### src/design/cpack_lse_pkg.sv
`timescale 1ns / 1ps

package cpack_lse_pkg;

    localparam int WORD_W = 32;
    localparam int PAT_W  = 3;
    localparam int LEN_W  = 6;
    localparam int SIZE_W = 12;
    localparam int NUM_LENS = 6;
    localparam int CFG_IDX_W = 3;

    localparam logic [SIZE_W-1:0] SIZE_MAX = 12'd4095;

    // Pattern codes, also the index of the matching length register
    localparam logic [PAT_W-1:0] PAT_ZZZZ = 3'd0;
    localparam logic [PAT_W-1:0] PAT_XXXX = 3'd1;
    localparam logic [PAT_W-1:0] PAT_MMMM = 3'd2;
    localparam logic [PAT_W-1:0] PAT_MMXX = 3'd3;
    localparam logic [PAT_W-1:0] PAT_ZZZX = 3'd4;
    localparam logic [PAT_W-1:0] PAT_MMMX = 3'd5;

    // Configuration register indexes
    localparam logic [CFG_IDX_W-1:0] CFG_LEN_ZZZZ = 3'd0;
    localparam logic [CFG_IDX_W-1:0] CFG_LEN_XXXX = 3'd1;
    localparam logic [CFG_IDX_W-1:0] CFG_LEN_MMMM = 3'd2;
    localparam logic [CFG_IDX_W-1:0] CFG_LEN_MMXX = 3'd3;
    localparam logic [CFG_IDX_W-1:0] CFG_LEN_ZZZX = 3'd4;
    localparam logic [CFG_IDX_W-1:0] CFG_LEN_MMMX = 3'd5;

    // Search result handed from older cell to newer cell
    typedef struct packed {
        logic             hit;
        logic [PAT_W-1:0] pat;
    } probe_t;

endpackage

### src/design/cpack_line_size_estimator_unit.sv
`timescale 1ns / 1ps
// Channel   Dir  Handshake           Payload
// s_        in   s_tvalid/s_tready   s_tdata = word_bytes, s_tlast = last_word
// m_        out  m_tvalid/m_tready   m_tdata = pattern, word_bits, line_bits;
//                                     m_tlast = line_done
// cfg_      in   cfg_wr_en           cfg_index, cfg_wdata (no read-back)
//
// One word per cycle unless stalled: the word is compared against every
// dictionary cell in the cycle it is accepted and its result lands in the
// output register on the next edge. The priority walk along the cell chain
// and the size adder set the path length. s_tready drops only while a
// result waits on a low m_tready. Synchronous active-low reset zeroes the
// dictionary, running size and output valid and restores the length defaults.

module cpack_line_size_estimator_unit
    import cpack_lse_pkg::*;
#(
    parameter int DICT_ENTRIES = 16
)
(
    input  logic                 aclk,
    input  logic                 aresetn,
    // write port for the length registers
    input  logic                 cfg_wr_en,
    input  logic [CFG_IDX_W-1:0] cfg_index,
    input  logic [LEN_W-1:0]     cfg_wdata,
    // input words
    input  logic                 s_tvalid,
    output logic                 s_tready,
    input  logic [31:0]          s_tdata,   // [31:0] word_bytes
    input  logic                 s_tlast,   // last_word
    // per-word results
    output logic                 m_tvalid,
    input  logic                 m_tready,
    output logic [23:0]          m_tdata,   // [2:0] pattern, [8:3] word_bits,
                                            // [20:9] line_bits, [23:21] zero
    output logic                 m_tlast    // line_done
);

    logic [LEN_W-1:0]  len_reg [NUM_LENS];
    logic [SIZE_W-1:0] running_reg;
    logic [SIZE_W-1:0] running_next;
    logic              m_tvalid_reg;
    logic [23:0]       m_tdata_reg;
    logic              m_tlast_reg;

    logic              accept;
    logic              zero_prefix;
    logic              shift_en;
    logic [PAT_W-1:0]  pat;
    logic [LEN_W-1:0]  bits;
    logic [SIZE_W:0]   sum;
    logic [SIZE_W-1:0] total;

    probe_t            probe [DICT_ENTRIES+1];
    logic [WORD_W-1:0] entry [DICT_ENTRIES];

    assign s_tready = aresetn & (~m_tvalid_reg | m_tready);
    assign accept   = s_tvalid & s_tready;
    assign m_tvalid = m_tvalid_reg;
    assign m_tdata  = m_tdata_reg;
    assign m_tlast  = m_tlast_reg;

    // Cell 0 holds the oldest entry; the search walks from there to the newest
    assign probe[0] = '{hit: 1'b0, pat: PAT_XXXX};

    genvar gi;
    generate
        for (gi = 0; gi < DICT_ENTRIES; gi++) begin : g_cell
            logic [WORD_W-1:0] feed;
            if (gi == DICT_ENTRIES - 1) begin : g_newest
                assign feed = s_tdata;
            end else begin : g_inner
                assign feed = entry[gi+1];
            end
            cpack_lse_cell u_cell (
                .aclk      (aclk),
                .aresetn   (aresetn),
                .shift_en  (shift_en),
                .entry_in  (feed),
                .word      (s_tdata),
                .probe_in  (probe[gi]),
                .probe_out (probe[gi+1]),
                .entry_out (entry[gi])
            );
        end
    endgenerate

    assign zero_prefix = (s_tdata[23:0] == 24'd0);

    always_comb begin
        if (zero_prefix) begin
            pat = (s_tdata[31:24] == 8'd0) ? PAT_ZZZZ : PAT_ZZZX;
        end else begin
            pat = probe[DICT_ENTRIES].pat;
        end
    end

    // Drop the oldest entry and append the word only on a miss whose low 24 bits are nonzero
    assign shift_en = accept & ~zero_prefix & ~probe[DICT_ENTRIES].hit;

    always_comb begin
        case (pat)
            PAT_ZZZZ: bits = len_reg[CFG_LEN_ZZZZ];
            PAT_XXXX: bits = len_reg[CFG_LEN_XXXX];
            PAT_MMMM: bits = len_reg[CFG_LEN_MMMM];
            PAT_MMXX: bits = len_reg[CFG_LEN_MMXX];
            PAT_ZZZX: bits = len_reg[CFG_LEN_ZZZX];
            PAT_MMMX: bits = len_reg[CFG_LEN_MMMX];
            default:  bits = '0;
        endcase
    end

    // Saturate the running size at its top value
    assign sum          = {1'b0, running_reg} + {{(SIZE_W+1-LEN_W){1'b0}}, bits};
    assign total        = sum[SIZE_W] ? SIZE_MAX : sum[SIZE_W-1:0];
    assign running_next = s_tlast ? '0 : total;

    // Length registers; ignore indexes past the last register
    always_ff @(posedge aclk) begin
        if (!aresetn) begin
            len_reg[CFG_LEN_ZZZZ] <= 6'd2;
            len_reg[CFG_LEN_XXXX] <= 6'd34;
            len_reg[CFG_LEN_MMMM] <= 6'd6;
            len_reg[CFG_LEN_MMXX] <= 6'd24;
            len_reg[CFG_LEN_ZZZX] <= 6'd12;
            len_reg[CFG_LEN_MMMX] <= 6'd16;
        end else if (cfg_wr_en) begin
            case (cfg_index)
                CFG_LEN_ZZZZ: len_reg[CFG_LEN_ZZZZ] <= cfg_wdata;
                CFG_LEN_XXXX: len_reg[CFG_LEN_XXXX] <= cfg_wdata;
                CFG_LEN_MMMM: len_reg[CFG_LEN_MMMM] <= cfg_wdata;
                CFG_LEN_MMXX: len_reg[CFG_LEN_MMXX] <= cfg_wdata;
                CFG_LEN_ZZZX: len_reg[CFG_LEN_ZZZX] <= cfg_wdata;
                CFG_LEN_MMMX: len_reg[CFG_LEN_MMMX] <= cfg_wdata;
                default: ;
            endcase
        end
    end

    // Running size; restart after the last word of a line
    always_ff @(posedge aclk) begin
        if (!aresetn) begin
            running_reg <= '0;
        end else if (accept) begin
            running_reg <= running_next;
        end
    end

    // Output register: load on accept, clear valid once the request is taken
    always_ff @(posedge aclk) begin
        if (!aresetn) begin
            m_tvalid_reg <= 1'b0;
        end else if (accept) begin
            m_tvalid_reg <= 1'b1;
        end else if (m_tready) begin
            m_tvalid_reg <= 1'b0;
        end
    end

    always_ff @(posedge aclk) begin
        if (accept) begin
            m_tdata_reg <= {3'b000, total, bits, pat};
            m_tlast_reg <= s_tlast;
        end
    end

endmodule

### src/design/cpack_lse_cell.sv
`timescale 1ns / 1ps

module cpack_lse_cell
    import cpack_lse_pkg::*;
(
    input  logic              aclk,
    input  logic              aresetn,
    input  logic              shift_en,
    input  logic [WORD_W-1:0] entry_in,
    input  logic [WORD_W-1:0] word,
    input  probe_t            probe_in,
    output probe_t            probe_out,
    output logic [WORD_W-1:0] entry_out
);

    logic [WORD_W-1:0] entry_reg;
    logic              match;
    logic [PAT_W-1:0]  local_pat;

    assign entry_out = entry_reg;
    assign match     = (word[15:0] == entry_reg[15:0]);

    always_comb begin
        if (word[23:16] != entry_reg[23:16]) begin
            local_pat = PAT_MMXX;
        end else if (word[31:24] == entry_reg[31:24]) begin
            local_pat = PAT_MMMM;
        end else begin
            local_pat = PAT_MMMX;
        end
    end

    // Keep the first hit from the older side; otherwise claim it here
    always_comb begin
        if (probe_in.hit) begin
            probe_out = probe_in;
        end else begin
            probe_out.hit = match;
            probe_out.pat = match ? local_pat : probe_in.pat;
        end
    end

    // Advance toward the oldest end when a literal word is inserted
    always_ff @(posedge aclk) begin
        if (!aresetn) begin
            entry_reg <= '0;
        end else if (shift_en) begin
            entry_reg <= entry_in;
        end
    end

endmodule

### config.mk
export PLATFORM = sky130hd
export DESIGN_NAME = cpack_line_size_estimator_unit
export DESIGN_NICKNAME = d
export VERILOG_FILES = /design/src/design/cpack_lse_pkg.sv /design/src/design/cpack_line_size_estimator_unit.sv /design/src/design/cpack_lse_cell.sv
export SDC_FILE = /design/constraint.sdc
export NUM_CORES = 2
export LEC_CHECK = 0
export BUFFER_PORTS_ARGS = -buffer_cell sky130_fd_sc_hd__buf_4
export CORE_MARGIN = 10
export CORE_UTILIZATION = 57
export CTS_CLUSTER_DIAMETER = 80
export DETAILED_ROUTE_END_ITERATION = 10
export GPL_TIMING_DRIVEN = 0
export PLACE_DENSITY = 0.78
export SETUP_SLACK_MARGIN = 0.5
export SLEW_MARGIN = 40
export SYNTH_ARGS = -nofsm -noshare
export SYNTH_HDL_FRONTEND = slang
export SYNTH_SLANG_ARGS = --single-unit
### constraint.sdc
create_clock -name aclk -period 5.94 [get_ports aclk]
set_input_delay 1.188 -clock aclk [delete_from_list [all_inputs] [get_ports aclk]]
set_output_delay 1.188 -clock aclk [all_outputs]
set_load 0.02 [all_outputs]
# Word level (Yosys, flattened, before mapping)
# Memory sizes are Yosys's and may differ from the RTL's.
# Index checks and enable logic that the tools add are counted.
[word_totals] output_inout_bits=27 reg_bits=547 elab_cells=200 input_bits=47 ramBits=36 n_memories=1
[memory_table] memory="len_reg" depth=6 word_bits=6 rd=6 rd_clocked_by_memory_dff=0 write_ports=6 line="cpack_line_size_estimator_unit.sv:40" text="logic [LEN_W-1:0] len_reg [NUM_LENS];"
[classes] reduce_logical=5 n_addsub=1 bitwise_logic=14 n_eq_ne=58 muxes=101
[op_table] op="16-bit equality test" count=16
[op_table] op="3-bit 2-to-1 mux" count=50
[op_table] op="8-bit equality test" count=16
[op_table] op="8-bit inequality test" count=16
[op_table] op="4-bit 2-to-1 mux" count=15
[op_table] op="6-bit 2-to-1 mux" count=6
[op_table] op="6-bit case mux with 6 select lines" count=1
[op_table] op="1-bit 2-to-1 mux" count=27
[op_table] op="24-bit logical NOT" count=1
[op_table] op="12-bit 2-to-1 mux" count=2
[op_table] op="12-bit by 6-bit adder with 13-bit output" count=1
[op_table] op="3-bit by 2-bit equality test with 1-bit output, second input constant" count=4
[op_table] op="3-bit equality test, second input constant" count=4
[op_table] op="8-bit logical NOT" count=1
[op_table] op="1-bit bitwise OR" count=7
[op_table] op="3-bit by 1-bit equality test with 1-bit output, second input constant" count=2
[op_table] op="3-bit logical NOT" count=2
[op_table] op="1-bit bitwise AND" count=4
[op_table] op="1-bit NOT" count=3
[op_table] op="2-bit nonzero test" count=1

# Logic depth before layout (Yosys ltp)
[depth] depth_word=40 mapped_depth=25 mapped_depth_nobuf=22

# Modules after synthesis
# Synthesis repeated with hierarchy kept, for this count alone.
[hier_totals] hier_cells=2776 area_unflattened_um2=29037.8
[by_module_without_submodules] mod="cpack_lse_cell" instances=16 cells_each=154 area_each_um2=1590.3 seq_area_each_um2=640.6
[by_module_without_submodules] mod="cpack_line_size_estimator_unit" instances=1 cells_each=312 area_each_um2=3593.4 seq_area_each_um2=2001.9

# Least setup slack after synthesis
# OpenSTA, ideal clock, no wires.
[synth_path] path_kind="input-to-reg" start="input s_tdata[4]" end="register running_reg[6]" slack_ns=-0.124 cell_stages=24 setup_time_ns=0.118 path_buffers=2 t_arrival_ns=5.946 cell_sequence="buf_2 xnor2_1 nand4_1 nor4_1 nand4b_1 o32a_1 a32oi_1 o21ai_1 and3_1 buf_6 mux2_4 mux2_2 ha_1 fa_1 a21o_1 a21oi_1 o21bai_1 a21oi_1 nor2b_1 and3_1 nand4_1 o21ai_0 a22oi_1 nor2b_1"
[synth_between] elab_chain_cells=38 word_cells_on_any_way=59 classes_between="add/sub: 1; eq/ne: 21; mux: 35; reduce/logical: 2"
[synth_lines] item="start: declaration" line="cpack_line_size_estimator_unit.sv:30" text="input logic [31:0] s_tdata,"
[synth_lines] item="16-bit equality test" line="cpack_lse_cell.sv:21" text="assign match = (word[15:0] == entry_reg[15:0]);"
[synth_lines] item="3-bit 2-to-1 mux (2 in series)" line="cpack_lse_cell.sv:39" text="probe_out.pat = match ? local_pat : probe_in.pat;"
[synth_lines] item="4-bit 2-to-1 mux" line="cpack_lse_cell.sv:35" text="if (probe_in.hit) begin"
[synth_lines] item="3-bit 2-to-1 mux" line="cpack_lse_cell.sv:39"
[synth_lines] item="4-bit 2-to-1 mux" line="cpack_lse_cell.sv:35"
[synth_lines] item="3-bit 2-to-1 mux" line="cpack_lse_cell.sv:39"
[synth_lines] item="4-bit 2-to-1 mux" line="cpack_lse_cell.sv:35"
[synth_lines] item="3-bit 2-to-1 mux" line="cpack_lse_cell.sv:39"
[synth_lines] item="(+23 left out)"
[synth_lines] item="3-bit 2-to-1 mux (*)" line="cpack_line_size_estimator_unit.sv:92" text="if (zero_prefix) begin"
[synth_lines] item="3-bit equality test (tied with other cells)" line="cpack_line_size_estimator_unit.sv:103" text="case (pat)"
[synth_lines] item="6-bit case mux with 6 select lines (*)" line="cpack_line_size_estimator_unit.sv:103"
[synth_lines] item="via bits[0]" line="cpack_line_size_estimator_unit.sv:51" text="logic [LEN_W-1:0] bits;"
[synth_lines] item="12-bit by 6-bit adder with 13-bit output (*)" line="cpack_line_size_estimator_unit.sv:115" text="assign sum = {1'b0, running_reg} + {{(SIZE_W+1-LEN_W){1'b0}}, bits};"
[synth_lines] item="12-bit 2-to-1 mux (*)" line="cpack_line_size_estimator_unit.sv:116" text="assign total = sum[SIZE_W] ? SIZE_MAX : sum[SIZE_W-1:0];"
[synth_lines] item="via total[6]" line="cpack_line_size_estimator_unit.sv:53" text="logic [SIZE_W-1:0] total;"
[synth_lines] item="12-bit 2-to-1 mux (*)" line="cpack_line_size_estimator_unit.sv:117" text="assign running_next = s_tlast ? '0 : total;"
[synth_lines] item="end signal: assignment" line="cpack_line_size_estimator_unit.sv:146" text="running_reg <= running_next;"
[synth_lines] item="end: declaration" line="cpack_line_size_estimator_unit.sv:41" text="logic [SIZE_W-1:0] running_reg;"
# Mark *: on every way through the listed nets, which the timed path passes. The rest lies on a longest branch.
# A chain may end at the register's enable or synchronous reset.

# Worst setup path after layout
[layout_path] start="input s_tdata[2]" end="register running_reg[11]"
# The elaborated chain is that of the path after synthesis.

==> flow_summary.json <==
{
  "ys.flop_type": "dfxtp_1",
  "cts_buffers": 60,
  "fmax_mhz": 173.2,
  "yosys.area.top_type": "dfxtp_1",
  "power_mw": 8.808,
  "final_nets": 3547,
  "vias": 23850,
  "place_hpwl_um": 62500,
  "rsz0062_at_grt": "yes",
  "synthArstFlopShare": 0,
  "drt_iter0_drc": 2223,
  "peakVddDrop_mv": 0.2194,
  "p_per_area_nw_per_um2": 267.6,
  "grt_pass1_vias": 23360,
  "finalSetupViolations": 0,
  "viasPerCell": 5.655,
  "antenna_left": 0,
  "port_buffers": 38,
  "dieHeight_um": 244.3,
  "crit_arrival_ps": 6290,
  "p_leak_nw": 11.53,
  "row_count": 82,
  "period_needed_ps": 5773,
  "post-place-ws_ps": -1141,
  "grt_max_degree": 23,
  "status": "finished, violations left",
  "final_hold_viol_count": 0,
  "netlist.area_leader.share": 0.3663,
  "worst-setup-path-type": "input pin to flop",
  "synth_area_um2": 28690,
  "met3_usage": 0.04763,
  "finalSetupTns_ps": 0,
  "synth_edf_count": 58,
  "relSlewSlack": 0.3121,
  "yosysMostFrequentCell": "nand2_1",
  "synthCells": 3347,
  "synth-seq-cells": 583,
  "skew_ps": 30.04,
  "multi_input_area_um2": 15680,
  "die_area_um2": 59700,
  "io_pins": 74,
  "cts_sinks": 583,
  "area_growth_pct": 14.74,
  "die_w_um": 244.3,
  "clock_latency_ps": 650,
  "drive_gt1_frac": 0.1106,
  "cap_violations": 0,
  "crit_path_end_kind": "flop",
  "yosys_warnings": 0,
  "antenna_found_initial": 1,
  "crit_fanout": 6,
  "grtUsageMet2": 0.4647,
  "synth_common_cells": "nand2_1 (1059), dfxtp_1 (525), a21boi_0 (515), xor2_1 (331), xnor2_1 (187)",
  "ys_seq_area_frac": 0.4271,
  "dr.pass1.iters": 8,
  "drv_slew": 0,
  "cts_tree": "yes",
  "cts-root-buf": "clkbuf_16",
  "fillCellCount": 4126,
  "fin_ws_ps": 166.9,
  "h-tree-depth": 2,
  "routedWlPerCell_um": 20.27,
  "register_area_um2": 12250,
  "violations": "design-rule violations",
  "fin_crit_sh": 0.9719,
  "core_um2": 49970,
  "start_util": 0.5742,
  "critPathRequiredTime_ps": 6460,
  "path_clk_slew_ps": 60,
  "cts_hold_buf": 0,
  "gr-total-overflow": 0,
  "drcViolationCount": 2,
  "synthDistinctLibCells": 65,
  "busiest_layer": "met2",
  "place.gp.congestion": 0.9619,
  "totalWireLength_um": 85460,
  "yosys-top-cells-area": "dfxtp_1 (37%), nand2_1 (14%), a21boi_0 (13%)",
  "syn_avg_cell_area_um2": 8.571,
  "start_kind": "input pin",
  "grtUsageMet1": 0.3373,
  "largest_reg_flops": 512,
  "grt_first_pass_wirelength_um": 129600,
  "hold_class": "flop to flop",
  "grt_usage": 0.2758,
  "cts_buffer_depth": 3,
  "tightest_slew_ps": 1032
}
-- kinds of logic after synthesis --
group | count (synthesis) | share of synthesized area
compound gates | 603 | 0.1560
xor+xnor | 518 | 0.1581
fa+ha+maj | 7 | 0.003315
buf+inv | 254 | 0.04335
flops | 583 | 0.4271
mux | 22 | 0.009115
other cells | 1 | 0.0001307
simple gates | 1359 | 0.2029
-- critical path, stage by stage --
cell and delay [ps]:
buf_16 130, buf_8 130, xor2_4 150, nor4_4 310, nand4_1 140, buf_6 160, or4_4 400, a311o_1 410
a32oi_2 310, o21ai_2 110, and3_4 160, buf_6 120, buf_4 130, mux2_4 280, mux2_2 310, ha_1 290
a21o_1 170, a21oi_2 190, o21bai_1 110, a21oi_2 190, nor2b_1 90, o2111ai_2 300, o21ba_2 180, a21oi_2 40
a22oi_1 200, nor2b_1 70
-- cells in the final DEF (no fill, tap or decap), types with 5 or more instances in the layout --
cell type	instances
edfxtp_1	58
inv_1	8
dfxtp_1	525
buf_4	92
clkbuf_8	17
o21ai_0	13
xor2_1	326
nand3b_1	5
xnor2_1	186
nand4_1	64
clkbuf_1	131
nor4_2	18
clkinv_2	13
and3_1	8
nor2b_1	14
nor3_1	6
a21boi_0	513
and2_1	29
nor4_1	77
nand2_1	1053
a21oi_2	7
buf_2	62
or3_1	7
nand3_1	8
buf_1	5
buf_6	27
nor2_1	27
mux2_4	8
bufinv_16	6
buf_8	5
mux2i_1	7
a22oi_2	6
clkbuf_4	7
nand2b_1	10
nand2_2	5
clkinv_1	5
nor4_4	6
mux2_2	7
a21oi_1	13
clkbuf_16	62
-- final cells by class --
cell class / instances / share of cell area
buffer: 245 / 0.04151
sequential: 583 / 0.3722
inverter: 9 / 0.001026
multi-input combinational: 2512 / 0.4764
antenna: 1 / 0.00007602
clock inverter: 26 / 0.008743
timing repair buffer: 82 / 0.01965
clock buffer: 87 / 0.05485
tap: 672 / 0.02554
-- what timing repair did --
item,4_1_cts,5_1_grt
gates resized for setup,56,48
setup endpoints to repair,24,24
cloned,0,0
buffers inserted,39,5
pin swaps,23,18
-- metrics by stage --
| stage | instance area, um2 | utilization | std cells | hold slack [ps] |
|---|---|---|---|---|
| finish | 32920 | 0.6588 | 4217 | 475.2 |
| global route | 32910 | 0.6587 | 4216 | 501.8 |
| CTS | 32640 | 0.6532 | 4211 | 477.4 |
| detailed placement | 29970 | 0.5997 | 4059 | 469.3 |
| global placement | 29930 | 0.5989 | 4059 | 462.9 |
| floorplan | 28800 | - | 3349 | 455.3 |
-- report_power, final --
part	switching [mW]	internal, mW
registers	0.0245	4.01
logic	0.515	0.264
clock network	1.63	2.36
total	2.17	6.64
-- worst paths after layout --
| path | start | to | slack [ps] | depth (start not counted) |
|---|---|---|---|---|
| hold / removal | g_cell[0].u_cell.entry_out[21] | g_cell[0].u_cell.entry_out[21] | 480 | 2 |
| setup reg to reg | g_cell[3].u_cell.entry_out[11] | running_reg[11] | 500 | 24 |
| setup / recovery | s_tdata[2] | running_reg[11] | 170 | 26 |
| hold reg to reg | g_cell[0].u_cell.entry_out[21] | g_cell[0].u_cell.entry_out[21] | 480 | 2 |
-- layer usage --
metal,wire [um],vias up,share of wire
met5,0,-,0
met4,4192,0,0.049
met3,7278,235,0.085
met2,40190,969,0.47
met1,33800,11250,0.40
li1,-,11390,-
Note: power is estimated with default switching activity, not from simulation.
